### src/rtl/deadline_task_timer_table_assert.svh
// assertion macros shared by the deadline task timer table rtl
// no dependencies; taken in by the controller and the datapath
`ifndef DEADLINE_TASK_TIMER_TABLE_ASSERT_SVH
`define DEADLINE_TASK_TIMER_TABLE_ASSERT_SVH
`ifndef SYNTHESIS
// property must hold at every rising edge outside reset
`define DTT_ASSERT(lbl, clk, rstn, prop) \
	lbl: assert property (@(posedge clk) disable iff (!rstn) prop) \
		else $error("dtt assertion failed");
// expression must never be true outside reset
`define DTT_NEVER(lbl, clk, rstn, expr) \
	lbl: assert property (@(posedge clk) disable iff (!rstn) !(expr)) \
		else $error("dtt forbidden condition seen");
`else
`define DTT_ASSERT(lbl, clk, rstn, prop)
`define DTT_NEVER(lbl, clk, rstn, expr)
`endif
`endif

### src/rtl/dtt_pkg.sv
// shared constants and controller to datapath command and status types
// no dependencies
package dtt_pkg;

	localparam int NUM_TASKS_DEF = 16;
	localparam int ACTION_W      = 3;
	localparam int ID_W          = 4;
	localparam int INTERVAL_W    = 16;
	localparam int TIME_W        = 32;

	localparam logic [ACTION_W-1:0] ACT_TICK    = 3'd0;
	localparam logic [ACTION_W-1:0] ACT_CREATE  = 3'd1;
	localparam logic [ACTION_W-1:0] ACT_RESCHED = 3'd2;
	localparam logic [ACTION_W-1:0] ACT_FETCH   = 3'd3;
	localparam logic [ACTION_W-1:0] ACT_CANCEL  = 3'd4;

	typedef struct packed {
		logic start;      // item taken, latch slot and clear fetch search
		logic do_tick;
		logic do_create;
		logic do_cancel;
		logic rd_period;  // read stored period for reschedule
		logic wr_resched; // write rescheduled deadline
		logic scan_rd;    // read next deadline during fetch search
		logic commit;     // disarm the chosen slot
		logic load_out;   // load the result register
	} dtt_cmd_t;

	typedef struct packed {
		logic scan_last;  // search pointer sits on the last slot
	} dtt_sts_t;

endpackage

### src/rtl/dtt_ctrl.sv
// controller state machine for the deadline task timer table
// depends on dtt_pkg and deadline_task_timer_table_assert.svh
`include "deadline_task_timer_table_assert.svh"
module dtt_ctrl (
	input  logic                           clk,
	input  logic                           arst_n,
	input  logic                           in_valid,
	output logic                           in_stall,
	input  logic [dtt_pkg::ACTION_W-1:0]   action,
	output logic                           out_valid,
	input  logic                           out_stall,
	input  dtt_pkg::dtt_sts_t              sts,
	output dtt_pkg::dtt_cmd_t              cmd
);

	typedef enum logic [5:0] {
		S_IDLE   = 6'b000001,
		S_RESCH  = 6'b000010,
		S_SCAN   = 6'b000100,
		S_DRAIN  = 6'b001000,
		S_COMMIT = 6'b010000,
		S_RES    = 6'b100000
	} dtt_state_t;

	dtt_state_t state_q, state_d;
	logic       out_valid_q;
	logic       accept;

	assign in_stall  = (state_q != S_IDLE);
	assign out_valid = out_valid_q;
	assign accept    = in_valid && (state_q == S_IDLE);

	always_comb begin
		cmd     = '0;
		state_d = state_q;
		case (state_q)
			S_IDLE: begin
				if (accept) begin
					cmd.start = 1'b1;
					if (action == dtt_pkg::ACT_TICK) begin
						cmd.do_tick = 1'b1;
						state_d     = S_RES;
					end else if (action == dtt_pkg::ACT_CREATE) begin
						cmd.do_create = 1'b1;
						state_d       = S_RES;
					end else if (action == dtt_pkg::ACT_RESCHED) begin
						cmd.rd_period = 1'b1;
						state_d       = S_RESCH;
					end else if (action == dtt_pkg::ACT_FETCH) begin
						state_d = S_SCAN;
					end else if (action == dtt_pkg::ACT_CANCEL) begin
						cmd.do_cancel = 1'b1;
						state_d       = S_RES;
					end else begin
						state_d = S_RES;
					end
				end
			end
			S_RESCH: begin
				cmd.wr_resched = 1'b1;
				state_d        = S_RES;
			end
			S_SCAN: begin
				cmd.scan_rd = 1'b1;
				if (sts.scan_last) begin
					state_d = S_DRAIN;
				end
			end
			S_DRAIN: begin
				state_d = S_COMMIT;
			end
			S_COMMIT: begin
				cmd.commit = 1'b1;
				state_d    = S_RES;
			end
			S_RES: begin
				if (!out_valid_q || !out_stall) begin
					cmd.load_out = 1'b1;
					state_d      = S_IDLE;
				end
			end
			default: begin
				state_d = S_IDLE;
			end
		endcase
	end

	always_ff @(posedge clk or negedge arst_n) begin
		if (!arst_n) begin
			state_q     <= S_IDLE;
			out_valid_q <= 1'b0;
		end else begin
			state_q <= state_d;
			if (cmd.load_out) begin
				out_valid_q <= 1'b1;
			end else if (!out_stall) begin
				out_valid_q <= 1'b0;
			end
		end
	end

	`DTT_ASSERT(a_out_from_res, clk, arst_n, $rose(out_valid_q) |-> $past(state_q == S_RES))
	`DTT_ASSERT(a_drain_after_scan, clk, arst_n, (state_q == S_DRAIN) |-> $past(state_q == S_SCAN))
	`DTT_ASSERT(a_accept_leaves_idle, clk, arst_n, accept |=> (state_q != S_IDLE))

endmodule

### src/rtl/dtt_dpath.sv
// datapath: clock, deadline and period memories, armed flags, fetch search
// depends on dtt_pkg and deadline_task_timer_table_assert.svh
`include "deadline_task_timer_table_assert.svh"
module dtt_dpath #(
	parameter int NUM_TASKS = dtt_pkg::NUM_TASKS_DEF
) (
	input  logic                             clk,
	input  logic                             arst_n,
	input  dtt_pkg::dtt_cmd_t                cmd,
	output dtt_pkg::dtt_sts_t                sts,
	input  logic [dtt_pkg::ID_W-1:0]         task_id,
	input  logic [dtt_pkg::INTERVAL_W-1:0]   interval,
	output logic                             found,
	output logic [dtt_pkg::ID_W-1:0]         fetched_id,
	output logic                             any_armed
);

	localparam int IDX_W = $clog2(NUM_TASKS);
	localparam int CNT_W = $clog2(NUM_TASKS + 1);
	localparam int EXT_W = IDX_W + dtt_pkg::ID_W;
	localparam int TW    = dtt_pkg::TIME_W;
	localparam int PW    = dtt_pkg::INTERVAL_W;

	logic [TW-1:0]        dl_mem [NUM_TASKS];
	logic [PW-1:0]        per_mem [NUM_TASKS];

	logic [TW-1:0]        now_q;
	logic [NUM_TASKS-1:0] flags_q;
	logic [CNT_W-1:0]     cnt_q;
	logic [IDX_W-1:0]     slot_q;
	logic                 ok_q;
	logic [PW-1:0]        per_rd_q;
	logic [IDX_W-1:0]     ptr_q;
	logic                 v_s1;
	logic [IDX_W-1:0]     idx_s1;
	logic [TW-1:0]        dl_s1;
	logic                 have_q;
	logic [IDX_W-1:0]     best_q;
	logic [TW-1:0]        best_late_q;
	logic                 found_q;
	logic [dtt_pkg::ID_W-1:0] fid_q;
	logic                 any_q;

	logic [EXT_W-1:0]     id_ext;
	logic [EXT_W-1:0]     best_ext;
	logic [IDX_W-1:0]     slot_in;
	logic                 ok_in;
	logic                 dl_we;
	logic [IDX_W-1:0]     dl_wa;
	logic [PW-1:0]        add_per;
	logic [TW-1:0]        dl_wd;
	logic                 clr_en;
	logic [IDX_W-1:0]     clr_idx;
	logic [TW-1:0]        diff;
	logic [TW-1:0]        late;
	logic                 expired;
	logic                 hit;

	assign id_ext   = {{IDX_W{1'b0}}, task_id};
	assign slot_in  = id_ext[IDX_W-1:0];
	assign ok_in    = id_ext < EXT_W'(NUM_TASKS);
	assign best_ext = {{dtt_pkg::ID_W{1'b0}}, best_q};

	// create writes at the incoming slot, reschedule at the latched one
	assign dl_we   = (cmd.do_create && ok_in) || (cmd.wr_resched && ok_q);
	assign dl_wa   = cmd.do_create ? slot_in : slot_q;
	assign add_per = cmd.do_create ? interval : per_rd_q;
	assign dl_wd   = now_q + {{(TW - PW){1'b0}}, add_per};

	assign clr_en  = (cmd.do_cancel && ok_in) || (cmd.commit && have_q);
	assign clr_idx = cmd.do_cancel ? slot_in : best_q;

	// expired when deadline minus now is zero or negative
	assign diff    = dl_s1 - now_q;
	assign late    = now_q - dl_s1;
	assign expired = (diff == '0) || diff[TW-1];
	assign hit     = v_s1 && flags_q[idx_s1] && expired && (!have_q || (late > best_late_q));

	assign sts.scan_last = (ptr_q == IDX_W'(NUM_TASKS - 1));

	assign found      = found_q;
	assign fetched_id = fid_q;
	assign any_armed  = any_q;

	// memories and payload registers
	always_ff @(posedge clk) begin
		if (dl_we) begin
			dl_mem[dl_wa] <= dl_wd;
		end
		if (cmd.scan_rd) begin
			dl_s1  <= dl_mem[ptr_q];
			idx_s1 <= ptr_q;
		end
		if (cmd.do_create && ok_in) begin
			per_mem[slot_in] <= interval;
		end
		if (cmd.rd_period) begin
			per_rd_q <= per_mem[slot_in];
		end
		if (cmd.start) begin
			slot_q <= slot_in;
			ok_q   <= ok_in;
		end
		if (hit) begin
			best_q      <= idx_s1;
			best_late_q <= late;
		end else if (cmd.start) begin
			best_q      <= '0;
			best_late_q <= '0;
		end
		if (cmd.load_out) begin
			found_q <= have_q;
			fid_q   <= best_ext[dtt_pkg::ID_W-1:0];
			any_q   <= (cnt_q != '0);
		end
	end

	always_ff @(posedge clk or negedge arst_n) begin
		if (!arst_n) begin
			now_q   <= '0;
			flags_q <= '0;
			cnt_q   <= '0;
			ptr_q   <= '0;
			v_s1    <= 1'b0;
			have_q  <= 1'b0;
		end else begin
			if (cmd.do_tick) begin
				now_q <= now_q + 1'b1;
			end
			if (dl_we) begin
				flags_q[dl_wa] <= 1'b1;
				if (!flags_q[dl_wa]) begin
					cnt_q <= cnt_q + 1'b1;
				end
			end else if (clr_en) begin
				flags_q[clr_idx] <= 1'b0;
				if (flags_q[clr_idx]) begin
					cnt_q <= cnt_q - 1'b1;
				end
			end
			if (cmd.start) begin
				ptr_q <= '0;
			end else if (cmd.scan_rd) begin
				ptr_q <= ptr_q + 1'b1;
			end
			v_s1 <= cmd.scan_rd;
			if (cmd.start) begin
				have_q <= 1'b0;
			end else if (hit) begin
				have_q <= 1'b1;
			end
		end
	end

	`DTT_ASSERT(a_cnt_matches_flags, clk, arst_n, (cnt_q != '0) == (|flags_q))
	`DTT_ASSERT(a_commit_armed, clk, arst_n, (cmd.commit && have_q) |-> flags_q[best_q])
	`DTT_NEVER(a_best_in_range, clk, arst_n, have_q && (best_ext >= EXT_W'(NUM_TASKS)))

endmodule

### src/rtl/deadline_task_timer_table.sv
// top level of the deadline task timer table
// depends on dtt_pkg, dtt_ctrl and dtt_dpath
//
//  channel | handshake            | payload
//  --------+----------------------+-------------------------------------
//  input   | in_valid / in_stall  | action, task_id, interval
//  result  | out_valid / out_stall| found, fetched_id, any_armed
//
// each item gives one result; reschedule first reads the period, then writes its new deadline
// fetch is a search of the table: the deadline memory has one read port and
// the search walks it one slot a cycle, keeping the most overdue expired slot
// in_stall is high while an item is being worked on; the result register lets
// the next item be taken while an earlier result is still held by out_stall
// reset clears the clock and the armed flags; memories need no clearing pass
module deadline_task_timer_table #(
	parameter int NUM_TASKS = dtt_pkg::NUM_TASKS_DEF
) (
	input  logic                             clk,
	input  logic                             arst_n,
	input  logic                             in_valid,
	output logic                             in_stall,
	input  logic [dtt_pkg::ACTION_W-1:0]     action,
	input  logic [dtt_pkg::ID_W-1:0]         task_id,
	input  logic [dtt_pkg::INTERVAL_W-1:0]   interval,
	output logic                             out_valid,
	input  logic                             out_stall,
	output logic                             found,
	output logic [dtt_pkg::ID_W-1:0]         fetched_id,
	output logic                             any_armed
);

	// command and status between sequencer and datapath
	dtt_pkg::dtt_cmd_t cmd;
	dtt_pkg::dtt_sts_t sts;

	// sequencer: decodes the action at acceptance and paces the search
	dtt_ctrl u_ctrl (
		.clk       (clk),
		.arst_n    (arst_n),
		.in_valid  (in_valid),
		.in_stall  (in_stall),
		.action    (action),
		.out_valid (out_valid),
		.out_stall (out_stall),
		.sts       (sts),
		.cmd       (cmd)
	);

	// datapath: millisecond clock, task memories, armed flags, result register
	dtt_dpath #(
		.NUM_TASKS (NUM_TASKS)
	) u_dpath (
		.clk        (clk),
		.arst_n     (arst_n),
		.cmd        (cmd),
		.sts        (sts),
		.task_id    (task_id),
		.interval   (interval),
		.found      (found),
		.fetched_id (fetched_id),
		.any_armed  (any_armed)
	);

endmodule

### config.mk
export PLATFORM = sky130hd
export DESIGN_NAME = deadline_task_timer_table
export DESIGN_NICKNAME = d
export VERILOG_FILES = /design/src/rtl/dtt_pkg.sv /design/src/rtl/dtt_ctrl.sv /design/src/rtl/dtt_dpath.sv /design/src/rtl/deadline_task_timer_table.sv
export VERILOG_INCLUDE_DIRS = /design/src /design/src/rtl
export SDC_FILE = /design/constraint.sdc
export NUM_CORES = 1
export LEC_CHECK = 0
export ABC_AREA = 0
export BUFFER_PORTS_ARGS = -buffer_cell sky130_fd_sc_hd__buf_2
export CAP_MARGIN = 40
export CORE_MARGIN = 2
export CORE_UTILIZATION = 48
export DETAILED_ROUTE_END_ITERATION = 6
export HOLD_SLACK_MARGIN = 0.08
export PLACE_DENSITY_LB_ADDON = 0.15
export SLEW_MARGIN = 20
export SYNTH_ARGS = -nofsm -noshare
export SYNTH_HDL_FRONTEND = slang
export SYNTH_SLANG_ARGS = --single-unit
### constraint.sdc
create_clock -name clk -period 14.7 [get_ports clk]
set_clock_uncertainty 0.2 [all_clocks]
set_input_delay 0.735 -clock clk [delete_from_list [all_inputs] [get_ports clk]]
set_output_delay 0.735 -clock clk [all_outputs]
set_load 0.02 [all_outputs]
# Yosys cells after proc, flatten, opt, wreduce, memory -nomap -nowiden
# Memories as Yosys holds them, arrays and structs flattened. A register that Yosys moved wholly into a read port is not among the register bits.
# Index checks and enable logic that the tools add are counted.
dict set report totals {
  register_bits 117
  latch_bits 0
  ramBits 768
  romBits 0
  inputBits 27
  out_inout_bits 8
  elab_cells 136
  n_memories 2
}
# memory depth word_bits rd rd_clocked_by_memory_dff wr line_no
set mem_list {}
lappend mem_list {u_dpath.dl_mem 16 32 1 1 1 dtt_dpath.sv:24} ;# logic [TW-1:0] dl_mem [NUM_TASKS];
lappend mem_list {u_dpath.per_mem 16 16 1 1 1 dtt_dpath.sv:25} ;# logic [PW-1:0] per_mem [NUM_TASKS];
dict set report classes {
  addsub 7
  multipliers 0
  div 0
  magnitude_cmp 7
  n_eq_ne 17
  shift 0
  muxes 56
  bitwise_logic 3
  reduce_logical 28
}
# operator count
set ops {}
lappend ops {{32-bit 2-to-1 mux} 2}
lappend ops {{32-bit subtractor} 2}
lappend ops {{16-bit 2-to-1 mux} 3}
lappend ops {{6-bit 2-to-1 mux} 7}
lappend ops {{32-bit by 1-bit adder with 32-bit output (second input constant)} 1}
lappend ops {{32-bit by 16-bit adder with 32-bit output} 1}
lappend ops {{32-bit > comparator} 1}
lappend ops {{32-bit logical NOT} 1}
lappend ops {{5-bit 2-to-1 mux} 6}
lappend ops {{6-bit one-hot mux with 5 select lines} 1}
lappend ops {{1-bit 2-to-1 mux} 24}
lappend ops {{4-bit 2-to-1 mux} 6}
lappend ops {{4-bit by 5-bit < comparator with 1-bit output (second input constant)} 4}
lappend ops {{16-bit AND} 1}
lappend ops {{16-bit inverter} 1}
lappend ops {{16-bit bitwise OR} 1}
lappend ops {{1-bit binary-select mux with 4-bit select} 3}
lappend ops {{1-bit logical AND} 10}
lappend ops {{1-bit demux with 4-bit select} 2}
lappend ops {{4-bit by 1-bit greater-or-equal comparator with 1-bit output (second input constant)} 2}
lappend ops {{2-bit nonzero test} 4}
lappend ops {{3-bit by 2-bit equality test with 1-bit output (second input constant)} 2}
lappend ops {{6-bit by 1-bit equality test with 1-bit output (second input constant)} 1}
lappend ops {{6-bit by 2-bit equality test with 1-bit output (second input constant)} 1}
lappend ops {{21 further kinds} 31}

# Longest topological paths before layout
# Gate-level depths: netlist of run 1.
dict set report depth {
  depth_word 17
  mapped_depth 23
  mapped_depth_nobuf 22
}

# By module
# From an unflattened synthesis of run 1, not the netlist that was laid out.
dict set report unflattened {
  cells_unflattened 2493
  hier_area_um2 41668.7
}
# module n_inst cells_each area_per_inst_um2 seq_area_each_um2
set by_module_without_submodules {}
lappend by_module_without_submodules {dtt_dpath 1 2440 41155.7 27481.4}
lappend by_module_without_submodules {dtt_ctrl 1 53 513.0 176.4}

# Worst setup path before layout of run 1
# OpenSTA, ideal clock, no wires.
dict set report synth_timing {
  path_kind {reg2reg}
  from {reg u_dpath.now_q[0]}
  to {reg u_dpath.best_late_q[0], enable pin}
  t_arrival_ps 5317
  required_ps 13903
  path_slack_ps 8586
  path_stages_with_launch 22
  path_cell_list {dfrtp_1 > inv_1 > ha_1 > inv_1 > fa_1 > a211oi_1 > o211ai_1 > a41oi_1 > a311o_1 > o211a_1 > o31ai_1 > a311oi_1 > xnor2_1 > ha_1 > nand4_1 > nor3_1 > nand4_1 > nor4_1 > a211oi_1 > nand3_1 > buf_2 > nand3_1}
}
# item line_no
set synth_rtl {}
lappend synth_rtl {{start: declaration} dtt_dpath.sv:27} ;# logic [TW-1:0] now_q;
lappend synth_rtl {{start signal: assignment} dtt_dpath.sv:128} ;# now_q <= now_q + 1'b1;
lappend synth_rtl {{32-bit subtractor} dtt_dpath.sv:75} ;# assign late = now_q - dl_s1;
lappend synth_rtl {{via u_dpath.late[30]} dtt_dpath.sv:55} ;# logic [TW-1:0] late;
lappend synth_rtl {{32-bit > comparator} dtt_dpath.sv:77} ;# assign hit = v_s1 && flags_q[idx_s1] && expired && (!have_q || (late > best_late_q));
lappend synth_rtl {{1-bit logical OR} dtt_dpath.sv:77}
lappend synth_rtl {{1-bit logical AND} dtt_dpath.sv:77}
lappend synth_rtl {{2-bit nonzero test (no source line)} --}
lappend synth_rtl {{end signal: assignment} dtt_dpath.sv:106} ;# best_late_q <= late;
lappend synth_rtl {{end: declaration} dtt_dpath.sv:39} ;# logic [TW-1:0] best_late_q;
# The timed path passes the listed nets, and every way through them passes these cells.
# A chain may end at the register's enable or synchronous reset.

# Final worst setup path of run 1
dict set report layout_timing {
  from {reg u_dpath.now_q[0]}
  to {reg u_dpath.best_late_q[12], enable pin}
}
# The elaborated chain is that of the path after synthesis.

==> flow_summary.toml, run 1 <==
[detailed_routing]
drc = 0
routed_wl_um = 103300
via_per_inst = 6.011
drt_iter0_markers = 2212
ant_nets = 0
drtPass1Iterations = 7
vias = 23080
routedWlPerCell_um = 26.92

[finish]
seqCellArea_mm2 = 0.02767
syn2layout_area_growth_pct = 13.42
final_common_cell = "edfxtp_1"
num-fill-cells = 6801
final_layout_size_suffix_gt1_share_pct = 23.36
multi_input_area_mm2 = 0.01338
utilization_pct = 54.78
diodes = 0
stdcell_count = 3839
finalNetCount = 2746
final_cell_mix = "866 x edfxtp_1, 245 x mux4_2, 126 x inv_1, 115 x ha_1, 97 x clkbuf_16"

[synth]
yosysSeqAreaShare_pct = 66.21
ys_types = 94
synthFlopType = "edfxtp_1"
yosys.area_share.xor_xnor_pct = 2.118
synth-edff-count = 866
yosys.area_share.simple_pct = 5.164
postSynthAreaPerCell_um2 = 16.90
synth_seq_cells = 932
synthCells = 2472
synth-compound-area-share_pct = 6.161
synth_top_family_by_area = "multiplexers"
async_flop_share_pct = 7.082
synth_area_mm2 = 0.04177
syn-num-nets = 2617
yosys.area_share.adder_pct = 3.588
yosysWarningCount = 0
synthMuxAreaShare_pct = 14.56

[worst_setup_path]
start_kind = "flop"
max_stage_delay_ps = 600
required_ps = 14830
crit_buf_inv = 4
cp_max_fo = 21
slowest_stage = "nand3_1"
cp_cell_sequence = "inv_1 > ha_1 > inv_1 > fa_1 > a211oi_1 > o211ai_1 > a41oi_1 > a311o_1 > o211a_1 > o31ai_1 > a311oi_1 > xnor2_1 > ha_1 > nand4_1 > nor3_1 > nand4_1 > a31o_2 > a211oi_1 > nand4_2 > buf_16 > nand3_1 > buf_4"
path_class = "reg2reg"
cp-end-kind = "flop"
crit_arrival_ps = 7510
crit_family = "compound AO/OA/AOI/OAI gates"

[pwr]
powerDensity_mw_per_mm2 = 140.4
clockPowerShare_pct = 37.3
p_int_w = 0.004951
sw_frac_of_total_pct = 25.59
peakVddDrop_mv = 0.09570
total_power_w = 0.006654
power_leakage_nw = 16.39
comb_power_share_pct = 15.7
seq_power_share_pct = 47.0
p_switching_w = 0.001702

[status]
status = "complete, no violations"

[grt]
track_usage_pct = 23.36
antenna_found_initial = 3
grt_pass1_vias = 23720
grt_pass1_wl_um = 154600
overflow = 0
grt_max_degree = 51

[clocking]
cts_buffer_depth = 3
cts_max_level = 3
cts_setup_buffers = 0
clock_sinks = 932
clk_pin_slew_ps = 60
cts-root-buf = "clkbuf_16"
numCtsBuffers = 97
tritoncts = "yes"
worstSkewPairLatency_ps = 670

[timing]
finalCriticalPeriod_ps = 7386
finalSetupTns_ps = 0
setup_viol = 0
hold_viol_final = 0
worst_slack_ps = 7314
worstMarginPinSlew_ps = 858.6
slew-limit-headroom_pct = 42.76
grt_setup_unrepaired = "false"
timing.final.crit_share_pct = 50.24
fmax_ghz = 0.1354
slew_violations = 0

[placed_design]
hpwl_um = 64490
dpl_worst_slack_ps = 7361
placed_cells = 3653
gp_congestion = 0.9070
portBuffers = 34

[floorplanning]
initial_utilization_pct = 48.30
fp.dieW_um = 299.0
dieArea_mm2 = 0.08940
die_y_um = 299.0
io_pins = 35
core_mm2 = 0.08648
core.rowCount = 108

[run]
cap_violations = 0

[hold_path]
hp-class = "in2reg"
Yosys cell counts (all sizes together) (13+ instances only):
library cell,n,area share [%]
nor3,42,0.50
mux2,21,0.57
nand2,82,0.74
buf,48,0.57
ha,115,3.4
inv,127,1.1
or3,16,0.24
a21oi,96,1.2
nor4,18,0.39
dfrtp,65,3.9
nor2,113,1.0
o21bai,15,0.27
o21ai,81,0.98
nand3,33,0.43
xor2,14,0.29
o21a,14,0.25
a21o,39,0.70
a211oi,13,0.23
xnor2,87,1.8
nand4,26,0.43
mux4,245,13
mux2i,29,0.78
a21boi,36,0.72
a31oi,13,0.19
edfxtp,866,62
clkbuf,54,0.49
final timing paths:
| kind | start | end | slack (ps) | cells after the start |
|---|---|---|---|---|
| max | u_dpath.now_q[0] | u_dpath.best_late_q[12] | 7310 | 22 |
| min | in_valid | u_ctrl.state_q[0] | 130 | 2 |
| max reg2reg | u_dpath.now_q[0] | u_dpath.best_late_q[12] | 7310 | 22 |
| min reg2reg | u_dpath.cnt_q[4] | u_dpath.cnt_q[4] | 290 | 1 |
| max in group asynchronous | arst_n | u_dpath.now_q[29] | 13280 | 4 |
| min in group asynchronous | arst_n | u_dpath.cnt_q[3] | 380 | 3 |
worst reg2reg max path: stages (launching register included):
cell	delay, ps
dfrtp_1	430
inv_1	130
ha_1	190
inv_1	60
fa_1	430
a211oi_1	300
o211ai_1	190
a41oi_1	460
a311o_1	270
o211a_1	250
o31ai_1	150
a311oi_1	350
xnor2_1	130
ha_1	310
nand4_1	140
nor3_1	320
nand4_1	170
a31o_2	240
a211oi_1	340
nand4_2	570
buf_16	390
nand3_1	600
buf_4	420
power by group through the flow:
stage | combinational, W | sequential, W | clock, W
global placement | 0.000989 | 0.00318 | 0
finish | 0.00105 | 0.00313 | 0.00248
detailed placement | 0.00104 | 0.00318 | 0
global route | 0.00115 | 0.00314 | 0.00264
floorplan | 0.000740 | 0.00316 | 0
CTS | 0.00105 | 0.00313 | 0.00253
kinds of logic (layout without fill, tap and decap cells):
| logic type | Yosys count | in the layout |
|---|---|---|
| xor gates and xnor gates | 101 | 101 |
| adders and majority gates | 118 | 118 |
| and+or+nand+nor | 412 | 412 |
| DFF | 932 | 932 |
| AOI/OAI and AO/OA | 385 | 385 |
| muxes | 295 | 295 |
| buffers and inverters | 229 | 441 |
through the flow:
| step | cell area [um^2] | hold slack, ps |
|---|---|---|
| CTS | 47340 | 84.58 |
| global route | 47380 | 114.1 |
| global placement | 43530 | 278.5 |
| floorplan | 41770 | 223.1 |
| finish | 47380 | 126.2 |
| detailed placement | 44070 | 278.0 |
per-layer routing:
| layer | global-route usage [%] | wire length, um | vias to the layer above |
|---|---|---|---|
| li1 | - | - | 10130 |
| met1 | 33.62 | 45480 | 12080 |
| met4 | 5.821 | 2075 | 2 |
| met2 | 37.00 | 49150 | 719 |
| met3 | 4.522 | 6620 | 149 |
| met5 | 0 | 13 | - |
state kept, by name, indices dropped and copies added, names as in the netlist, 4 cells and up:
signal and flops:
u_dpath.dl_mem 512, u_dpath.per_mem 256, u_dpath.best_late_q 32, u_dpath.dl_s1 32
u_dpath.now_q 32, u_dpath.flags_q 16, u_dpath.per_rd_q 16, u_ctrl.state_q 6
u_dpath.cnt_q 5, u_dpath.best_q 4, u_dpath.fetched_id 4, u_dpath.idx_s1 4
u_dpath.ptr_q 4, u_dpath.slot_q 4
layout make-up:
class                   count  share of cell area (%)
well taps                1155                   3.050
clock buffers             115                   5.308
clock inverters            67                   1.542
flip-flops and latches    932                   58.40
multi-input cells        1311                   28.25
inverters                 127                   1.006
repair buffers            132                   2.440
timing repair:
item                      4_1_cts  5_1_grt
hold buffers                    2        0
hold endpoints to repair       20        0
resized for setup               0        0
Note: power is estimated with default switching activity, not from simulation.
==> inputs of run 2 (changes only) <==
- ABC_AREA: 0 -> 1
- clock period: 14.7 -> 7 ns (I/O delays scaled with it)
==> run 2 against run 1 <==
  * The run now ends with design-rule violations left
  * Combinational power rose to 3.3 times the previous value
  * Synthesized area grew 2.3%
  * Cell area rose by 1.7%
  * Worst hold slack improved by 95 ps
  * Wire length up 14%
  * Largest power group unchanged
  * Highest routed layer unchanged
==> flow_summary.toml, run 2 <==
[status]
status = "complete, but fails checks"
violations = "design-rule violations"

[worst_setup_path]
cp_max_fo = 37
max_stage_delay_ps = 440
slowest_stage = "dfrtp_1"
r2r-end = "u_dpath.best_late_q[19]"
cp-end-kind = "flop"
crit_top_cell = "inv_1"
rrSetupSlack_ps = 1510
start_kind = "flop"
required_ps = 7140
r2r_cells = 23
r2r-start = "u_dpath.now_q[0]"
crit_start = "u_dpath.now_q[0]"
path_class = "reg2reg"
cp_cell_sequence = "inv_1 > ha_1 > inv_1 > fa_1 > a21oi_1 > inv_1 > nand2_1 > and3_1 > o221ai_1 > xor2_1 > inv_1 > ha_1 > nand4_1 > nor4_1 > inv_1 > nor4_1 > o21ai_0 > nand4_1 > nand2_1 > nand2_1 > nand3_4 > nand2_1 > buf_4"
crit_arrival_ps = 5630

[hold_path]
worst_hold_path.num_cells = 4
hold_path.startpoint = "out_stall"
hp-class = "in2reg"
hold_end = "u_ctrl.out_valid"

[finish]
syn2layout_area_growth_pct = 12.75
final_layout_size_suffix_gt1_share_pct = 9.006
finalNetCount = 4121
reg.largest.list = "u_dpath.dl_mem x512, u_dpath.per_mem x256"
num-fill-cells = 7608
final_common_cell = "edfxtp_1"
final_cell_mix = "866 x edfxtp_1, 619 x nand2_1, 406 x nor2_1, 343 x inv_1, 339 x o21ai_0"
largest_register_ffs = 512
stdcell_count = 5219
regMostFlops = "u_dpath.dl_mem"

[clocking]
numCtsBuffers = 98
cts-root-buf = "clkbuf_16"
worstSkewPairLatency_ps = 710
clock_sinks = 932
cts_max_level = 3
clk_pin_slew_ps = 60
cts_buffer_depth = 3
cts_resized = 0
tritoncts = "yes"

[synth]
yosysMostFrequentCell = "edfxtp_1"
synth-edff-count = 866
synth_top_family_by_area = "simple AND/OR/NAND/NOR gates"
synthFlopType = "edfxtp_1"
postSynthAreaPerCell_um2 = 10.98
synth_common_cells = "866 x edfxtp_1, 619 x nand2_1, 439 x nor2_1, 348 x inv_1, 339 x o21ai_0"
yosys.area.top_type = "edfxtp_1"
yosys.area_share.xor_xnor_pct = 2.050
async_flop_share_pct = 7.082
yosys.area_share.simple_pct = 14.57
syn-num-nets = 4035
synthCells = 3890
synthMuxAreaShare_pct = 0
synth_area_leaders = "edfxtp_1 61%, nand2_1 5.4%, o21ai_0 4.0%"
synth-compound-area-share_pct = 10.18
synth_seq_cells = 932
yosysTopAreaCellShare_pct = 60.88
yosysWarningCount = 0
yosysSeqAreaShare_pct = 64.74
ys_types = 50
synth_area_mm2 = 0.04272
yosys.area_share.adder_pct = 3.509

[detailed_routing]
routed_wl_um = 117900
via_per_inst = 5.670
ant_nets = 0
vias = 29590
drc = 1
drt_iter0_markers = 2670
drtPass1Iterations = 7
routedWlPerCell_um = 22.59

[grt]
antenna_found_initial = 3
grt_max_degree = 133
overflow = 0
met1_usage_pct = 37.62
grtUsageMet3_pct = 3.232
top_usage_layer = "met2"
grt_pass1_vias = 28110
track_usage_pct = 25.95
use_met2_pct = 41.42
grt_pass1_wl_um = 177100

[pwr]
peakVddDrop_mv = 0.2535
p_int_w = 0.01024
sw_frac_of_total_pct = 32.05
comb_power_share_pct = 23.0
p_switching_w = 0.004830
powerDensity_mw_per_mm2 = 312.9
seq_power_share_pct = 44.6
power_leakage_nw = 18.06
clockPowerShare_pct = 32.4

[timing]
setup_viol = 0
fin_hold_ws_ps = 221.0
grt_setup_unrepaired = "false"
slew_violations = 0
finalCriticalPeriod_ps = 5486
hold_viol_final = 0
worst_slack_ps = 1514
timing.final.crit_share_pct = 78.37
finalSetupTns_ps = 0
fmax_ghz = 0.1823
worstMarginPinSlew_ps = 870.4
slew-limit-headroom_pct = 41.81

[floorplanning]
fp.dieW_um = 302.3
core_mm2 = 0.08824
die_y_um = 302.3
core.rowCount = 109
dieArea_mm2 = 0.09140
io_pins = 35
initial_utilization_pct = 48.41

[placed_design]
placed_cells = 5009
portBuffers = 34
hpwl_um = 74280
gp_congestion = 0.9460
dpl_worst_slack_ps = 1576

[run]
cap_violations = 0
run 2: cell count changes after synthesis, sizes merged, moves of 76 or more:
cell and delta:
nor2 +340, clkbuf +90, nand2 +545, xnor2 -76
inv +242, mux4 -245, nand3 +274, o21ai +266
o221ai +97
run 2: layer usage:
layer  share of wire (%)  up-vias
li1                    -    13950
met1                  45    14530
met2                  47      950
met3                 6.0      157
met4                 2.3        4
met5               0.023        -
run 2: power groups by stage:
stage | Sequential [W] | Clock, W | Combinational (W)
after floorplan | 0.00673 | 0 | 0.00225
after global routing | 0.00674 | 0.00517 | 0.00387
final | 0.00672 | 0.00488 | 0.00347
after detailed placement | 0.00683 | 0 | 0.00342
after global placement | 0.00683 | 0 | 0.00333
after CTS | 0.00672 | 0.00496 | 0.00345
run 2: worst max-delay path, delay by kind of cell, from the launching register on:
family	cells	cell delay, ps
simple gates	10	1850
fa+ha+maj	3	910
buf+inv	6	780
compound gates	3	670
flops	1	440
xor+xnor	1	290
run 2: worst max path at each step:
stage	endpoint	slack, ps	cells past startpoint
6_report	u_dpath.best_late_q[19]	1510	23
2_1_floorplan	u_dpath.best_late_q[0]	1980	24
5_1_grt	u_dpath.best_late_q[19]	1030	23
4_1_cts	u_dpath.best_late_q[19]	1550	22
3_5_place_dp	u_dpath.best_late_q[15]	1580	22
3_3_place_gp	u_dpath.dl_mem[4][23]	1680	24
run 2: cells by family after synthesis:
logic type,Yosys count
buffers and inverters,551
flip-flops,932
adder cells (fa/ha/maj),118
AO/OA/AOI/OAI,714
XOR/XNOR,100
AND/OR/NAND/NOR,1475
run 2: stage by stage:
stage               total power (W)  utilization, %  cell area [um^2]
floorplan                  0.008978               -             42720
global placement            0.01016           50.26             44350
detailed placement          0.01025           50.78             44810
CTS                         0.01513           54.51             48090
global route                0.01578           54.58             48160
finish                      0.01507           54.58             48160
run 2: repair_timing:
action | CTS | global route
hold buffers | 29 | 0
setup buffers | 0 | 0
hold endpoints to repair | 361 | 0
run 2: final cells by class:
class	instances	area [um^2]	share of cell area [%]
antenna	1	2.502	0.005195
sequential	932	27670	57.45
tap	1165	1458	3.026
clock inverter	53	439.2	0.9118
multi-input combinational	2407	13150	27.31
timing repair buffer	160	1458	3.026
inverter	377	1424	2.956
clock buffer	124	2560	5.315
==> inputs of run 3 (changes only) <==
- clock period: 7 -> 5 ns (I/O delays scaled with it)
==> run 3 against run 2 <==
  * The flow now finishes without violations
  * Sequential share of layout area down 0.48 points
  * Critical path depth unchanged
  * Sequential power grew 39%
  * Maximum frequency is 18% higher
  * Wire length shrank 1.4%
  * Register-to-register slack got worse by 1200 ps
  * Global-route usage is 0.43 points lower
  * Clock-buffer cell count shrank 3
  * Sequential cell count did not move
  * Largest cell class unchanged
  * Largest power group unchanged
==> flow_summary.toml, run 3 (same netlist as run 2, synthesis figures left out) <==
[finish]
final_cell_mix = "866 x edfxtp_1, 618 x nand2_1, 405 x nor2_1, 342 x inv_1, 337 x o21ai_0"
reg.largest.list = "u_dpath.dl_mem x512, u_dpath.per_mem x256"
finalNetCount = 4182
syn2layout_area_growth_pct = 13.70
largest_register_ffs = 512
design_area_mm2 = 0.04857
num-fill-cells = 7510
regMostFlops = "u_dpath.dl_mem"
multi_input_area_mm2 = 0.01320
final_layout_size_suffix_gt1_share_pct = 10.89
seqCellArea_mm2 = 0.02767
final_common_cell = "edfxtp_1"

[worst_setup_path]
crit_arrival_ps = 4820
required_ps = 5160
crit_start = "u_dpath.now_q[13]"
path_class = "reg2reg"
crit_top_cell = "inv_1"
cp_cell_sequence = "ha_2 > a21oi_1 > inv_1 > a21oi_1 > nor2_1 > nor2_1 > inv_1 > a21oi_1 > o21bai_1 > xor2_1 > inv_1 > ha_1 > inv_1 > nor4_2 > inv_1 > nor4_4 > o21ai_0 > nand4_1 > nand2_1 > nand2_1 > nand3_4 > nand2_2 > buf_4"
start_kind = "flop"
crit_buf_inv = 6
max_stage_delay_ps = 470
cp_max_fo = 13
cp-end-kind = "flop"
slowest_stage = "dfrtp_1"
r2r-start = "u_dpath.now_q[13]"
crit_family = "simple AND/OR/NAND/NOR gates"

[clocking]
cts-root-buf = "clkbuf_16"
tritoncts = "yes"
numCtsBuffers = 98
worstSkewPairLatency_ps = 700
cts_buffer_depth = 3
cts_max_level = 3
clock_sinks = 932
clk_pin_slew_ps = 60

[grt]
overflow = 0
grt_pass1_vias = 28440
grt_max_degree = 215
track_usage_pct = 25.51
antenna_found_initial = 1
grt_pass1_wl_um = 175200

[pwr]
sw_frac_of_total_pct = 31.85
p_int_w = 0.01444
peakVddDrop_mv = 0.5560
powerDensity_mw_per_mm2 = 436.1
comb_power_share_pct = 23.5
clockPowerShare_pct = 32.4
power_leakage_nw = 18.34
seq_power_share_pct = 44.0
p_switching_w = 0.006747
total_power_w = 0.02118

[placed_design]
gp_congestion = 0.9515
portBuffers = 34
place_area_mm2 = 0.04511
hpwl_um = 72210

[detailed_routing]
drc = 0
vias = 29680
routed_wl_um = 116300
drtPass1Iterations = 5
ant_nets = 0
via_per_inst = 5.622
routedWlPerCell_um = 22.02
drt_iter0_markers = 2607

[floorplanning]
initial_utilization_pct = 48.41
core_mm2 = 0.08824
fp.dieW_um = 302.3
dieArea_mm2 = 0.09140
core.rowCount = 109
die_y_um = 302.3
io_pins = 35

[hold_path]
hp-class = "in2reg"
hold_path.startpoint = "out_stall"

[timing]
finalSetupTns_ps = 0
fin_hold_ws_ps = 118.6
slew-limit-headroom_pct = 35.86
fmax_ghz = 0.2143
grt_setup_unrepaired = "false"
finalCriticalPeriod_ps = 4666
slew_violations = 0
timing.final.crit_share_pct = 93.32
hold_viol_final = 0
setup_viol = 0
worstMarginPinSlew_ps = 962.2

[status]
status = "complete, no violations"

[run]
cap_violations = 0
==> run 3: cell count changes in the layout (fill, tap and decap cells not counted), moves of 4 or more <==
| cell | before | now |
|---|---|---|
| buf_4 | 76 | 142 |
| clkinv_2 | 15 | 23 |
| a21oi_1 | 103 | 96 |
| a21oi_2 | 0 | 7 |
| ha_1 | 115 | 109 |
| ha_2 | 0 | 6 |
| buf_16 | 8 | 3 |
| clkbuf_1 | 25 | 20 |
| clkinv_1 | 31 | 27 |
==> run 3: worst paths after layout <==
| kind | end | cells after the start | slack, ps |
|---|---|---|---|
| worst max-delay path | u_dpath.best_late_q[23] | 23 | 330 |
| worst min-delay path | u_ctrl.out_valid | 4 | 120 |
| worst max register to register | u_dpath.best_late_q[23] | 23 | 330 |
| worst min register to register | u_ctrl.state_q[4] | 1 | 270 |
| max in group asynchronous | u_ctrl.state_q[3] | 5 | 3240 |
| min in group asynchronous | u_dpath.flags_q[9] | 4 | 480 |
==> run 3: final cells by class <==
class	count	share of cell area, %
flip-flops and latches	932	56.97
inverters	377	2.939
clock buffers	121	5.312
multi-input cells	2407	27.17
clock inverters	55	0.8320
well taps	1165	3.001
repair buffers	221	3.776
diodes	1	0.005152
==> run 3: stage by stage <==
stage	setup WS, ps	std cells	util (%)
detailed placement	41.95	5065	51.13
CTS	32.26	5273	54.87
floorplan	325.9	3890	-
global placement	133.4	5054	50.97
finish	334.2	5279	55.05
global route	12.81	5278	55.04
==> run 3: power groups by stage <==
| stage | Combinational (W) | Clock [W] | Sequential [W] |
|---|---|---|---|
| after floorplan | 0.00315 | 0 | 0.00942 |
| after global placement | 0.00488 | 0 | 0.00948 |
| after detailed placement | 0.00494 | 0 | 0.00949 |
| after CTS | 0.00499 | 0.00699 | 0.00933 |
| after global routing | 0.00556 | 0.00730 | 0.00936 |
| final | 0.00498 | 0.00687 | 0.00933 |
==> run 3: worst min-delay path: stages <==
cell	delay (ps)
dlygate4sd3_1	510
buf_2	90
nand2_1	50
nand2_1	60
==> run 3: per-layer routing <==
metal  up-vias  routed length, um  GRT usage, %  share of wire [%]
met3       185               6701         3.527                5.8
met5         -                 18             0              0.015
met2       891              53990         40.84                 46
met1     14550              52480         36.57                 45
li1      14050                  -             -                  -
met4         2               3069         7.284                2.6
==> run 3: repair_timing <==
action,in CTS,in global routing
setup buffers,0,2
hold buffers,32,0
gates resized for setup,2,22
endpoints found under the setup margin,5,72
endpoints found under the hold margin,392,0
pin swaps,0,4
